**config.mk**
```make
export PLATFORM = sky130hd
export DESIGN_NAME = wav_header_parser_flat
export DESIGN_NICKNAME = d
export VERILOG_FILES = /design/src/rtl/wavhp_pkg.sv /design/src/rtl/wavhp_if.sv /design/src/rtl/wavhp_core.sv /design/src/rtl/wavhp_outreg.sv /design/src/rtl/wav_header_parser.sv /design/src/flat_wrapper.sv
export SDC_FILE = /design/constraint.sdc
export NUM_CORES = 1
export LEC_CHECK = 0
export BUFFER_PORTS_ARGS = -buffer_cell sky130_fd_sc_hd__buf_2
export CORE_ASPECT_RATIO = 1.2
export CORE_UTILIZATION = 50
export DETAILED_ROUTE_END_ITERATION = 8
export GPL_TIMING_DRIVEN = 0
export PLACE_DENSITY = 0.74
export SETUP_SLACK_MARGIN = 0.4
export SLEW_MARGIN = 20
export SYNTH_ARGS = -nofsm -noshare
export SYNTH_HDL_FRONTEND = slang
export SYNTH_SLANG_ARGS = --single-unit
```
**constraint.sdc**
```tcl
create_clock -name i_clk -period 27.5 [get_ports i_clk]
set_clock_uncertainty 0.05 [all_clocks]
set_input_delay 5.5 -clock i_clk [delete_from_list [all_inputs] [get_ports i_clk]]
set_output_delay 5.5 -clock i_clk [all_outputs]
set_load 0.1 [all_outputs]
```
**src/rtl/wavhp_pkg.sv**
```systemverilog
// Package for the WAV header parser: result type, magic tags, status and error codes,
// and the expected 16-bit stereo 44100 Hz PCM format body. No dependencies.
package wavhp_pkg;

    localparam logic [31:0] TAG_RIFF = 32'h5249_4646;
    localparam logic [31:0] TAG_WAVE = 32'h5741_5645;
    localparam logic [31:0] TAG_FMT  = 32'h666d_7420;
    localparam logic [31:0] TAG_DATA = 32'h6461_7461;

    // smallest RIFF length that can hold WAVE, a fmt chunk, a data header and one data byte
    localparam logic [31:0] RIFF_MIN_LEN = 32'(4 + 8 + 16 + 8 + 1);
    localparam logic [31:0] FMT_BODY_LEN = 32'd16;
    localparam logic [31:0] CHUNK_HDR_LEN = 32'd8;

    localparam logic [1:0] STATUS_BUSY  = 2'd0;
    localparam logic [1:0] STATUS_DONE  = 2'd1;
    localparam logic [1:0] STATUS_ERROR = 2'd2;

    localparam logic [2:0] ERR_NONE        = 3'd0;
    localparam logic [2:0] ERR_BAD_RIFF    = 3'd1;
    localparam logic [2:0] ERR_RIFF_SHORT  = 3'd2;
    localparam logic [2:0] ERR_BAD_WAVE    = 3'd3;
    localparam logic [2:0] ERR_OVERRUN     = 3'd4;
    localparam logic [2:0] ERR_FMT_SMALL   = 3'd5;
    localparam logic [2:0] ERR_UNSUPPORTED = 3'd6;
    localparam logic [2:0] ERR_EARLY_END   = 3'd7;

    typedef struct packed {
        logic [1:0]  status;
        logic [2:0]  error_code;
        logic [32:0] data_offset;
        logic [31:0] data_length;
    } t_result;

    // expected fmt body: PCM, 2 channels, 44100 Hz, 176400 B/s, align 4, 16 bits
    function automatic logic [7:0] fmt_expect(input logic [3:0] idx);
        logic [7:0] val;
        case (idx)
            4'd0:    val = 8'h01;
            4'd2:    val = 8'h02;
            4'd4:    val = 8'h44;
            4'd5:    val = 8'hac;
            4'd8:    val = 8'h10;
            4'd9:    val = 8'hb1;
            4'd10:   val = 8'h02;
            4'd12:   val = 8'h04;
            4'd14:   val = 8'h10;
            default: val = 8'h00;
        endcase
        return val;
    endfunction

endpackage

```
**src/rtl/wavhp_if.sv**
```systemverilog
// Valid/ready channel interfaces for the WAV header parser.
// Depends on nothing.
interface wavhp_in_if;
    logic       valid;
    logic       ready;
    logic [7:0] data_byte;
    logic       stream_end;

    modport source (output valid, output data_byte, output stream_end, input ready);
    modport sink   (input valid, input data_byte, input stream_end, output ready);
endinterface

interface wavhp_out_if;
    logic        valid;
    logic        ready;
    logic [1:0]  status;
    logic [2:0]  error_code;
    logic [32:0] data_offset;
    logic [31:0] data_length;

    modport source (output valid, output status, output error_code, output data_offset,
                    output data_length, input ready);
    modport sink   (input valid, input status, input error_code, input data_offset,
                    input data_length, output ready);
endinterface

```
**src/rtl/wavhp_core.sv**
```systemverilog
// Parse state and per-byte next-state logic of the WAV header parser.
// Depends on wavhp_pkg.
module wavhp_core (
    input  logic               i_clk,
    input  logic               i_rst_n,
    input  logic               i_take,
    input  logic [7:0]         i_data_byte,
    input  logic               i_stream_end,
    output wavhp_pkg::t_result o_result
);
    import wavhp_pkg::*;

    typedef enum logic [2:0] {
        PH_RIFF,
        PH_WAVE,
        PH_HEAD,
        PH_FMT,
        PH_SKIP,
        PH_DONE,
        PH_ERR
    } t_phase;

    t_phase      r_phase,    n_phase;
    logic [3:0]  r_idx,      n_idx;
    logic [31:0] r_gather,   n_gather;
    logic [31:0] r_tag,      n_tag;
    logic [31:0] r_riff_len, n_riff_len;
    logic [31:0] r_rem,      n_rem;
    logic [31:0] r_clen,     n_clen;
    logic [31:0] r_skip,     n_skip;
    logic        r_fmt_seen, n_fmt_seen;
    logic [2:0]  r_err,      n_err;
    logic [32:0] r_offset,   n_offset;

    logic        go_header;
    logic        active;
    logic [3:0]  idx_inc;
    logic [31:0] gather_in;
    logic [31:0] tag_in;
    logic [31:0] rem_hdr;
    logic [31:0] fmt_extra;

    assign active    = (r_phase != PH_DONE) && (r_phase != PH_ERR);
    assign idx_inc   = r_idx + 4'd1;
    assign gather_in = {i_data_byte, r_gather[31:8]};
    assign tag_in    = {r_tag[23:0], i_data_byte};
    assign rem_hdr   = r_rem - CHUNK_HDR_LEN;
    assign fmt_extra = r_clen - FMT_BODY_LEN;

    always_comb begin
        n_phase    = r_phase;
        n_idx      = r_idx;
        n_gather   = r_gather;
        n_tag      = r_tag;
        n_riff_len = r_riff_len;
        n_rem      = r_rem;
        n_clen     = r_clen;
        n_skip     = r_skip;
        n_fmt_seen = r_fmt_seen;
        n_err      = r_err;
        n_offset   = r_offset;
        go_header  = 1'b0;

        if (i_take && active) begin
            if (i_stream_end) begin
                n_phase = PH_ERR;
                n_err   = ERR_EARLY_END;
            end else begin
                case (r_phase)
                    PH_RIFF: begin
                        n_idx = idx_inc;
                        if (r_idx < 4'd4) begin
                            n_tag = tag_in;
                        end else begin
                            n_gather = gather_in;
                        end
                        if (idx_inc == 4'd8) begin
                            if (n_tag != TAG_RIFF) begin
                                n_phase = PH_ERR;
                                n_err   = ERR_BAD_RIFF;
                            end else if (n_gather < RIFF_MIN_LEN) begin
                                n_phase = PH_ERR;
                                n_err   = ERR_RIFF_SHORT;
                            end else begin
                                n_riff_len = n_gather;
                                n_phase    = PH_WAVE;
                                n_idx      = 4'd0;
                                n_tag      = 32'd0;
                            end
                        end
                    end
                    PH_WAVE: begin
                        n_tag = tag_in;
                        n_idx = idx_inc;
                        if (idx_inc == 4'd4) begin
                            n_rem = r_riff_len - 32'd4;
                            if (tag_in != TAG_WAVE) begin
                                n_phase = PH_ERR;
                                n_err   = ERR_BAD_WAVE;
                            end else begin
                                go_header = 1'b1;
                            end
                        end
                    end
                    PH_HEAD: begin
                        n_idx = idx_inc;
                        if (r_idx < 4'd4) begin
                            n_tag = tag_in;
                        end else begin
                            n_gather = gather_in;
                        end
                        if (idx_inc == 4'd8) begin
                            n_rem  = rem_hdr;
                            n_clen = n_gather;
                            if (rem_hdr < n_gather) begin
                                n_phase = PH_ERR;
                                n_err   = ERR_OVERRUN;
                            end else if (!r_fmt_seen && n_tag == TAG_FMT) begin
                                if (n_gather < FMT_BODY_LEN) begin
                                    n_phase = PH_ERR;
                                    n_err   = ERR_FMT_SMALL;
                                end else begin
                                    n_rem    = rem_hdr - n_gather;
                                    n_phase  = PH_FMT;
                                    n_idx    = 4'd0;
                                    n_gather = 32'd0;
                                end
                            end else if (r_fmt_seen && n_tag == TAG_DATA) begin
                                // offset = riff_len - (rem - 8) + 8
                                n_phase  = PH_DONE;
                                n_err    = ERR_NONE;
                                n_offset = {1'b0, r_riff_len} - {1'b0, r_rem} + 33'd16;
                            end else begin
                                n_rem  = rem_hdr - n_gather;
                                n_skip = n_gather;
                                if (n_gather == 32'd0) begin
                                    go_header = 1'b1;
                                end else begin
                                    n_phase = PH_SKIP;
                                end
                            end
                        end
                    end
                    PH_FMT: begin
                        // accumulate any mismatch against the expected body
                        n_gather = r_gather | {24'd0, i_data_byte ^ fmt_expect(r_idx)};
                        n_idx    = idx_inc;
                        if (idx_inc == 4'd0) begin
                            if (n_gather != 32'd0) begin
                                n_phase = PH_ERR;
                                n_err   = ERR_UNSUPPORTED;
                            end else begin
                                n_fmt_seen = 1'b1;
                                n_skip     = fmt_extra;
                                if (fmt_extra == 32'd0) begin
                                    go_header = 1'b1;
                                end else begin
                                    n_phase = PH_SKIP;
                                end
                            end
                        end
                    end
                    PH_SKIP: begin
                        n_skip = r_skip - {31'd0, (r_skip != 32'd0)};
                        if (n_skip == 32'd0) begin
                            go_header = 1'b1;
                        end
                    end
                    default: begin
                    end
                endcase

                // next chunk header needs room for its 8 bytes
                if (go_header) begin
                    if (n_rem < CHUNK_HDR_LEN) begin
                        n_phase = PH_ERR;
                        n_err   = ERR_OVERRUN;
                    end else begin
                        n_phase  = PH_HEAD;
                        n_idx    = 4'd0;
                        n_tag    = 32'd0;
                        n_gather = 32'd0;
                    end
                end
            end
        end
    end

    always_comb begin
        o_result = '0;
        case (n_phase)
            PH_DONE: begin
                o_result.status      = STATUS_DONE;
                o_result.error_code  = ERR_NONE;
                o_result.data_offset = n_offset;
                o_result.data_length = n_clen;
            end
            PH_ERR: begin
                o_result.status     = STATUS_ERROR;
                o_result.error_code = n_err;
            end
            default: begin
                o_result.status = STATUS_BUSY;
            end
        endcase
    end

    always_ff @(posedge i_clk) begin
        if (!i_rst_n) begin
            r_phase    <= PH_RIFF;
            r_idx      <= 4'd0;
            r_fmt_seen <= 1'b0;
            r_err      <= ERR_NONE;
        end else begin
            r_phase    <= n_phase;
            r_idx      <= n_idx;
            r_fmt_seen <= n_fmt_seen;
            r_err      <= n_err;
        end
    end

    always_ff @(posedge i_clk) begin
        r_gather   <= n_gather;
        r_tag      <= n_tag;
        r_riff_len <= n_riff_len;
        r_rem      <= n_rem;
        r_clen     <= n_clen;
        r_skip     <= n_skip;
        r_offset   <= n_offset;
    end

endmodule

```
**src/rtl/wavhp_outreg.sv**
```systemverilog
// Result register of the WAV header parser; drives the output channel.
// Depends on wavhp_pkg and wavhp_out_if.
module wavhp_outreg (
    input  logic               i_clk,
    input  logic               i_rst_n,
    input  logic               i_load,
    input  wavhp_pkg::t_result i_result,
    output logic               o_room,
    wavhp_out_if.source        o_out
);
    import wavhp_pkg::*;

    logic    r_valid;
    t_result r_result;

    // free when empty or when the held result leaves this cycle
    assign o_room = !r_valid || o_out.ready;

    always_ff @(posedge i_clk) begin
        if (!i_rst_n) begin
            r_valid <= 1'b0;
        end else if (i_load) begin
            r_valid <= 1'b1;
        end else if (o_out.ready) begin
            r_valid <= 1'b0;
        end
    end

    always_ff @(posedge i_clk) begin
        if (i_load) begin
            r_result <= i_result;
        end
    end

    assign o_out.valid       = r_valid;
    assign o_out.status      = r_result.status;
    assign o_out.error_code  = r_result.error_code;
    assign o_out.data_offset = r_result.data_offset;
    assign o_out.data_length = r_result.data_length;

endmodule

```
**src/rtl/wav_header_parser.sv**
```systemverilog
// Top level of the WAV header parser: byte input channel, result output channel.
// Depends on wavhp_pkg, wavhp_if, wavhp_core and wavhp_outreg.
//
// Feed the WAV file one byte per input transaction, starting at the first byte of the
// "RIFF" magic; set stream_end (with no byte) to mark the end of the file. Every
// input transaction produces exactly one output transaction, in order: status 0 while
// the header is still being parsed, 1 once the "data" chunk header has been read
// (data_offset is the file offset of the first PCM byte, data_length the chunk size),
// or 2 on an error with error_code giving the cause. The block accepts only
// 16-bit stereo 44100 Hz PCM in its "fmt " chunk; chunks before "fmt " and between
// "fmt " and "data" are skipped, and any chunk that would run past the RIFF length is
// an error. Once done or in error the outcome is held and repeated for every further
// transaction until reset. Throughput is one byte per clock unless the output stalls;
// a result is output the cycle after its byte is taken. The per-byte state update in
// the core (tag/length shift, one chunk-length subtract and compare) sets that pace.
module wav_header_parser (
    input  logic        i_clk,
    input  logic        i_rst_n,
    wavhp_in_if.sink    i_in,
    wavhp_out_if.source o_out
);
    import wavhp_pkg::*;

    logic    room;
    logic    take;
    t_result result;

    // accept a byte whenever the result register can take its result
    assign i_in.ready = room;
    assign take       = i_in.valid && room;

    wavhp_core u_core (
        .i_clk        (i_clk),
        .i_rst_n      (i_rst_n),
        .i_take       (take),
        .i_data_byte  (i_in.data_byte),
        .i_stream_end (i_in.stream_end),
        .o_result     (result)
    );

    // hold the result until the sink takes it
    wavhp_outreg u_outreg (
        .i_clk    (i_clk),
        .i_rst_n  (i_rst_n),
        .i_load   (take),
        .i_result (result),
        .o_room   (room),
        .o_out    (o_out)
    );

endmodule
```
**src/flat_wrapper.sv**
```systemverilog
// flat-port wrapper written by rule: the top's interface ports become plain ports
module wav_header_parser_flat import wavhp_pkg::*;
  (i_clk, i_rst_n, i_in_valid, i_in_data_byte, i_in_stream_end, i_in_ready, o_out_valid, o_out_status, o_out_error_code, o_out_data_offset, o_out_data_length, o_out_ready);
  wavhp_in_if i_in_i ();
  wavhp_out_if o_out_i ();
  input  logic i_clk;
  input  logic i_rst_n;
  input wire logic [$bits(i_in_i.valid)-1:0] i_in_valid;
  input wire logic [$bits(i_in_i.data_byte)-1:0] i_in_data_byte;
  input wire logic [$bits(i_in_i.stream_end)-1:0] i_in_stream_end;
  output wire logic [$bits(i_in_i.ready)-1:0] i_in_ready;
  output wire logic [$bits(o_out_i.valid)-1:0] o_out_valid;
  output wire logic [$bits(o_out_i.status)-1:0] o_out_status;
  output wire logic [$bits(o_out_i.error_code)-1:0] o_out_error_code;
  output wire logic [$bits(o_out_i.data_offset)-1:0] o_out_data_offset;
  output wire logic [$bits(o_out_i.data_length)-1:0] o_out_data_length;
  input wire logic [$bits(o_out_i.ready)-1:0] o_out_ready;
  assign i_in_i.valid = i_in_valid;
  assign i_in_i.data_byte = i_in_data_byte;
  assign i_in_i.stream_end = i_in_stream_end;
  assign i_in_ready = i_in_i.ready;
  assign o_out_valid = o_out_i.valid;
  assign o_out_status = o_out_i.status;
  assign o_out_error_code = o_out_i.error_code;
  assign o_out_data_offset = o_out_i.data_offset;
  assign o_out_data_length = o_out_i.data_length;
  assign o_out_i.ready = o_out_ready;
  wav_header_parser u_core (.i_clk(i_clk), .i_rst_n(i_rst_n), .i_in(i_in_i), .o_out(o_out_i));
endmodule
```
[Yosys cells after proc, flatten, opt, wreduce, memory -nomap -nowiden]
Memory sizes are Yosys's and may differ from the RTL's. A register that Yosys moved wholly into a read port is not among the register bits.
Index checks and enable logic that the tools add are counted.
Word-level totals
  memory bits (writable): 0
  ROM bits: 128
  bits in registers: 307
  memories: 1
  latch bits: 0
  input bits: 13
Cells by class
  order comparisons: 5
  equal/unequal tests: 20
  multipliers: 0
  add/sub/neg operators: 8
  multiplexer cells: 122
  shift-type cells: 0
  bitwise gates (word level): 6
  reduce and logical (&&, ||, !) cells: 22
  divide/modulo/power cells: 0
Memory list
  (name not given): depth 16, width 8, read ports 1, clocked after Yosys merged registers in 1, wr ports 0, line wavhp_pkg.sv:38  | case (idx)
Operators with widths (number)
  $mux W32: 43
  $pmux W32 S3: 3
  $mux W33: 7
  $mux W3: 34
  $logic_not A32 Y1: 3
  $eq A32 B31 Y1 const B: 2
  $ne A32 B31 Y1 const B: 2
  $pmux W32 S2: 1
  $reduce_bool A32 Y1: 2
  $mux W4: 11
  $add A33 B5 Y33 const B: 1
  $sub A32 B32 Y33: 1
  $lt A32 B32 Y1: 1
  $lt A32 B4 Y1 const B: 1
  $lt A32 B5 Y1 const B: 1
  $lt A32 B6 Y1 const B: 1
  $or A32 B8 Y32: 1
  $sub A32 B1 Y32: 1
  $sub A32 B3 Y32 const B: 1
  $sub A32 B32 Y32: 1
  $sub A32 B4 Y32 const B: 1
  $sub A32 B5 Y32 const B: 1
  $mux W8: 3
  $pmux W3 S4: 2
  other kinds (27): 58

[Longest topological paths before layout]
  word-level depth: 21
  depth in mapped cells: 27

[Modules after synthesis]
From an unflattened synthesis, not the netlist that was laid out.
Unflattened totals
  cells, all modules: 2295
  area, all modules: 20933.8 um2
By module, submodules not included
  wavhp_core: cells each 2220, area an instance 18776.8 um2, times used 1
  wavhp_outreg: cells each 74, area an instance 2150.8 um2, times used 1
  wav_header_parser: cells each 1, area an instance 6.3 um2, times used 1

[Least setup slack after synthesis]
OpenSTA, ideal clock, no wires.
  path kind: input port to flip-flop
  start: in o_out_ready
  end: reg u_core.u_core.r_skip[0] (enable)
  required time: 27.009 ns
  buffers on the path: 3
  cell stages on the path: 10
  slack: 12.454 ns
  data arrival time: 14.555 ns
  cell sequence: nand2b_1 > and2_1 > clkbuf_1 > a21boi_0 > nand2b_1 > clkbuf_1 > inv_1 > clkbuf_1 > o221ai_1 > a31oi_1
On the way
  cells in the longest elaborated chain, start to end: 4
RTL lines
  start, declared: line flat_wrapper.sv:17  | input wire logic [$bits(o_out_i.ready)-1:0] o_out_ready;
  $logic_or A1 B1 Y1: line wavhp_outreg.sv:17  | assign o_room = !r_valid || o_out.ready;
  $logic_and A1 B1 Y1: line wav_header_parser.sv:30  | assign take = i_in.valid && room;
  named net u_core.take: line wav_header_parser.sv:25  | logic take;
  $logic_and A1 B1 Y1: line wavhp_core.sv:64  | if (i_take && active) begin
  $reduce_and A9 Y1 (no source line)
  end signal, assigned: line wavhp_core.sv:228  | r_skip <= n_skip;
  end, declared: line wavhp_core.sv:30  | logic [31:0] r_skip, n_skip;
The timed path passes the listed nets, and every way through them passes these cells.
A chain may end at the register's enable or synchronous reset.

[Final worst setup path]
  start: in i_in_data_byte[5]
  end: reg u_core.u_outreg.r_result (netlist bit u_core.u_outreg.o_out.data_offset[3]), data pin
On the way
  cells in the longest elaborated chain, start to end: 19
  elaborated cells between the ends (all ways): 75
  classes of those cells: 1 x add/sub; 4 x order compare; 5 x eq/ne; 59 x mux; 2 x bitwise; 4 x reduce/logical
RTL lines
  start, declared: line flat_wrapper.sv:9  | input wire logic [$bits(i_in_i.data_byte)-1:0] i_in_data_byte;
  parallel branches: the longest is 19 deep, another holds $sub A32 B32 Y32
  end signal, assigned: line wavhp_outreg.sv:31  | r_result <= i_result;
  end, declared: line wavhp_outreg.sv:14  | t_result r_result;
Several ways; the timed one is not identified. The select of a mux whose other input is x is not followed.

==> impl_metrics.ini <==
[floorplanning]
die_h_um = 224.0
chipWidth_um = 187.0
die-area_um2 = 41900
io-pin-count = 85
fp-row-count = 80
core_um2 = 40140
start_util_pct = 51.17

[yosys]
synth_edf_count = 230
synthesis.instances = 2271
seq_area_frac_synth_pct = 41.81
syn-cell-area_um2 = 20540
yosys_warnings = 0
ys.flop_type = edfxtp_1
ys_types = 83
synthArstFlopShare_pct = 0
avgSynthCellArea_um2 = 9.044
synth_fp_nets = 2389
synth-seq-cells = 314

[timing]
period_share_pct = 45.32
setup_ws_ns = 15.04
hold_viol_final = 0
fin_setup_tns_ns = 0
rsz0062_at_grt = no
slew_headroom_pct = 14.34
drv_slew = 0
max_freq_mhz = 80.24
finalCriticalPeriod_ns = 12.46
fin_hold_ws_ns = 0.3967
setup_violations = 0
worstMarginPinSlew_ns = 1.276

[final_layout]
drive_gt1_share_pct = 8.762
fillers = 3531
layout_common_cells = 261 x nor2_1, 230 x edfxtp_1, 205 x nand2_1, 161 x a21oi_1, 120 x o21ai_0
fin_util_pct = 57.19
final_common_cell = nor2_1
antenna_cells = 0
syn_to_final_growth_pct = 11.76
nets = 2521

[place]
portBuffers = 83
dp_slack_ns = 14.72
dpl.hpwl_mm = 50.01
gp_congestion = 1.027

[run_status]
status = finished clean

[clock_tree]
ctsResizeCount = 0
cts-buffers-inserted = 36
post_cts_buffers = 0
h-tree-depth = 2
clk_latency_ns = 0.56
clockBufferDepth = 3
cts_root_buf = clkbuf_16
ctsHoldBuffers = 0
clock-sinks = 314
cts_tree = yes
clk_pin_slew_ns = 0.06

[detailed_routing]
drt-pass1-iter-count = 6
finalWirelength_mm = 64.58
viasPerCell = 6.156
drc = 0
drt_iter0_drc = 1837
avgRoutedWirePerCell_um = 21.79
dr_wl_met3_mm = 4.561
maxUsedRoutingLayer = met4
vias = 18246
postRouteAntennaNets = 0
wl_met2_mm = 30.06
wl_met1_mm = 25.50

[critical_path]
critPathKind = primary input to register
crit_path_end_kind = register
critPathRequiredTime_ns = 27.83
cp.arrival_ns = 12.79
start_kind = primary input
worstPathMaxFanout = 10

[grt]
grt_usage_pct = 30.60
antenna_found_initial = 0
globalRoute.totalOverflow = 0
grt_max_degree = 57
grt_pass1_wl_mm = 99.07
first_global_vias = 17567

[pwr]
p_leak_nw = 8.733
power.density_nw_per_um2 = 57.19
worst_ir_drop_vdd_mv = 0.06116
total_power_mw = 1.313

[hold_path]
hp-class = register to register

[run]
maxCapViolCount = 0
## synthesized netlist by cell type (6+ instances only)
master	number	area share, %
nor2_1	261	4.8
edfxtp_1	230	34
nand2_1	205	3.7
a21oi_1	161	3.9
o21ai_0	120	2.9
inv_1	107	2.0
ha_1	103	6.3
xnor2_1	101	4.3
dfxtp_1	84	8.2
nor2b_1	79	2.4
nor3_1	79	1.9
clkbuf_1	77	1.4
xor2_1	70	3.0
a22oi_1	50	1.8
nand3_1	44	1.1
nor4_1	40	1.2
mux2i_1	34	1.7
o221ai_1	31	1.3
nand4_1	29	0.88
a21o_1	23	0.84
a31oi_1	23	0.70
nand2b_1	22	0.67
or3_1	21	0.64
or4_1	20	0.73
o21a_1	17	0.62
buf_2	16	0.39
and2_1	13	0.40
nand3b_1	13	0.48
nor3b_1	13	0.48
o211ai_1	12	0.44
o31ai_1	12	0.44
a211oi_1	11	0.40
nand4b_1	10	0.43
nor4b_1	9	0.38
o21bai_1	9	0.33
o22a_1	8	0.34
o22ai_1	8	0.24
buf_1	7	0.13
o21ai_1	7	0.17
or2_2	7	0.21
and3_1	6	0.18
## critical path: stages
cell and delay, ns:
clkbuf_1 0.25, mux2i_1 0.87, ha_1 0.35, nand3_1 0.15, nor4_1 0.30, nand2_1 0.14, nor3_1 0.24, o211ai_1 0.27
a21bo_4 0.33, nor2_1 0.33, buf_2 0.34, buf_2 0.34, a211oi_1 0.15, a221o_1 0.32, nor3_1 0.82, nand3_1 0.30
o21ai_1 0.30, o2111ai_1 0.53, buf_2 0.44, buf_2 0.29, nor2b_1 0.18
## per-layer routing
| metal | up-vias | global-route usage [%] |
|---|---|---|
| met4 | 0 | 20.12 |
| li1 | 8579 | - |
| met1 | 8559 | 37.50 |
| met2 | 899 | 51.23 |
| met5 | - | 0 |
| met3 | 209 | 3.337 |
## report_power, final
group,leakage (nW),switching (mW),internal [mW],total (mW)
Combinational,5.30,0.195,0.0852,0.281
Clock,0.563,0.206,0.269,0.475
Sequential,2.87,0.0193,0.538,0.558
Total,8.73,0.420,0.892,1.31
## final cells by class
| class | instances | area (um^2) | area share [%] |
|---|---|---|---|
| repair buffers | 94 | 556.8 | 2.425 |
| well taps | 533 | 666.9 | 2.905 |
| plain buffers | 100 | 402.9 | 1.755 |
| inverters | 109 | 409.1 | 1.782 |
| clock buffers | 46 | 999.7 | 4.355 |
| multi-input cells | 1748 | 11180 | 48.72 |
| flip-flops and latches | 314 | 8588 | 37.41 |
| clock inverters | 20 | 147.6 | 0.6432 |
## through the flow
step | std cells | area, um^2
final | 2964 | 22960
after global routing | 2964 | 22960
after CTS | 2964 | 22950
after detailed placement | 2898 | 21800
after global placement | 2887 | 21620
after floorplan | 2271 | 20540
## worst paths after layout
path,from,endpoint,slack (ns),cells after the start
max,i_in_data_byte[5],u_core.u_outreg.o_out.data_offset[3]$_SDFFCE_PP0P_,15.04,21
min,u_core.u_core.r_offset[2]$_DFF_P_,u_core.u_core.r_offset[2]$_DFF_P_,0.40,2
max reg2reg,u_core.u_core.r_idx[2]$_SDFFE_PN0P_,u_core.u_outreg.o_out.data_offset[3]$_SDFFCE_PP0P_,17.71,25
min reg2reg,u_core.u_core.r_offset[2]$_DFF_P_,u_core.u_core.r_offset[2]$_DFF_P_,0.40,2
## state kept, by name, summed over array words and instances, names as in the netlist, named ones only
name / flops
u_core.u_core.r_offset: 33
u_core.u_outreg.o_out.data_offset: 33
u_core.u_core.r_clen: 32
u_core.u_core.r_gather: 32
u_core.u_core.r_rem: 32
u_core.u_core.r_riff_len: 32
u_core.u_core.r_skip: 32
u_core.u_core.r_tag: 32
u_core.u_outreg.o_out.data_length: 32
u_core.u_core.r_idx: 4
u_core.u_core.r_err: 3
u_core.u_core.r_phase: 3
u_core.u_outreg.o_out.error_code: 3
u_core.u_outreg.o_out.status: 2
u_core.u_core.r_fmt_seen: 1
u_core.u_outreg.o_out.valid: 1
## cell families after synthesis
kind of cell | share of synthesized area [%]
flops | 41.81
fa+ha+maj | 6.469
mux | 1.888
xor+xnor | 7.292
buf+inv | 3.917
compound gates | 16.59
simple gates | 22.03
(Power assumes the default switching activity.)
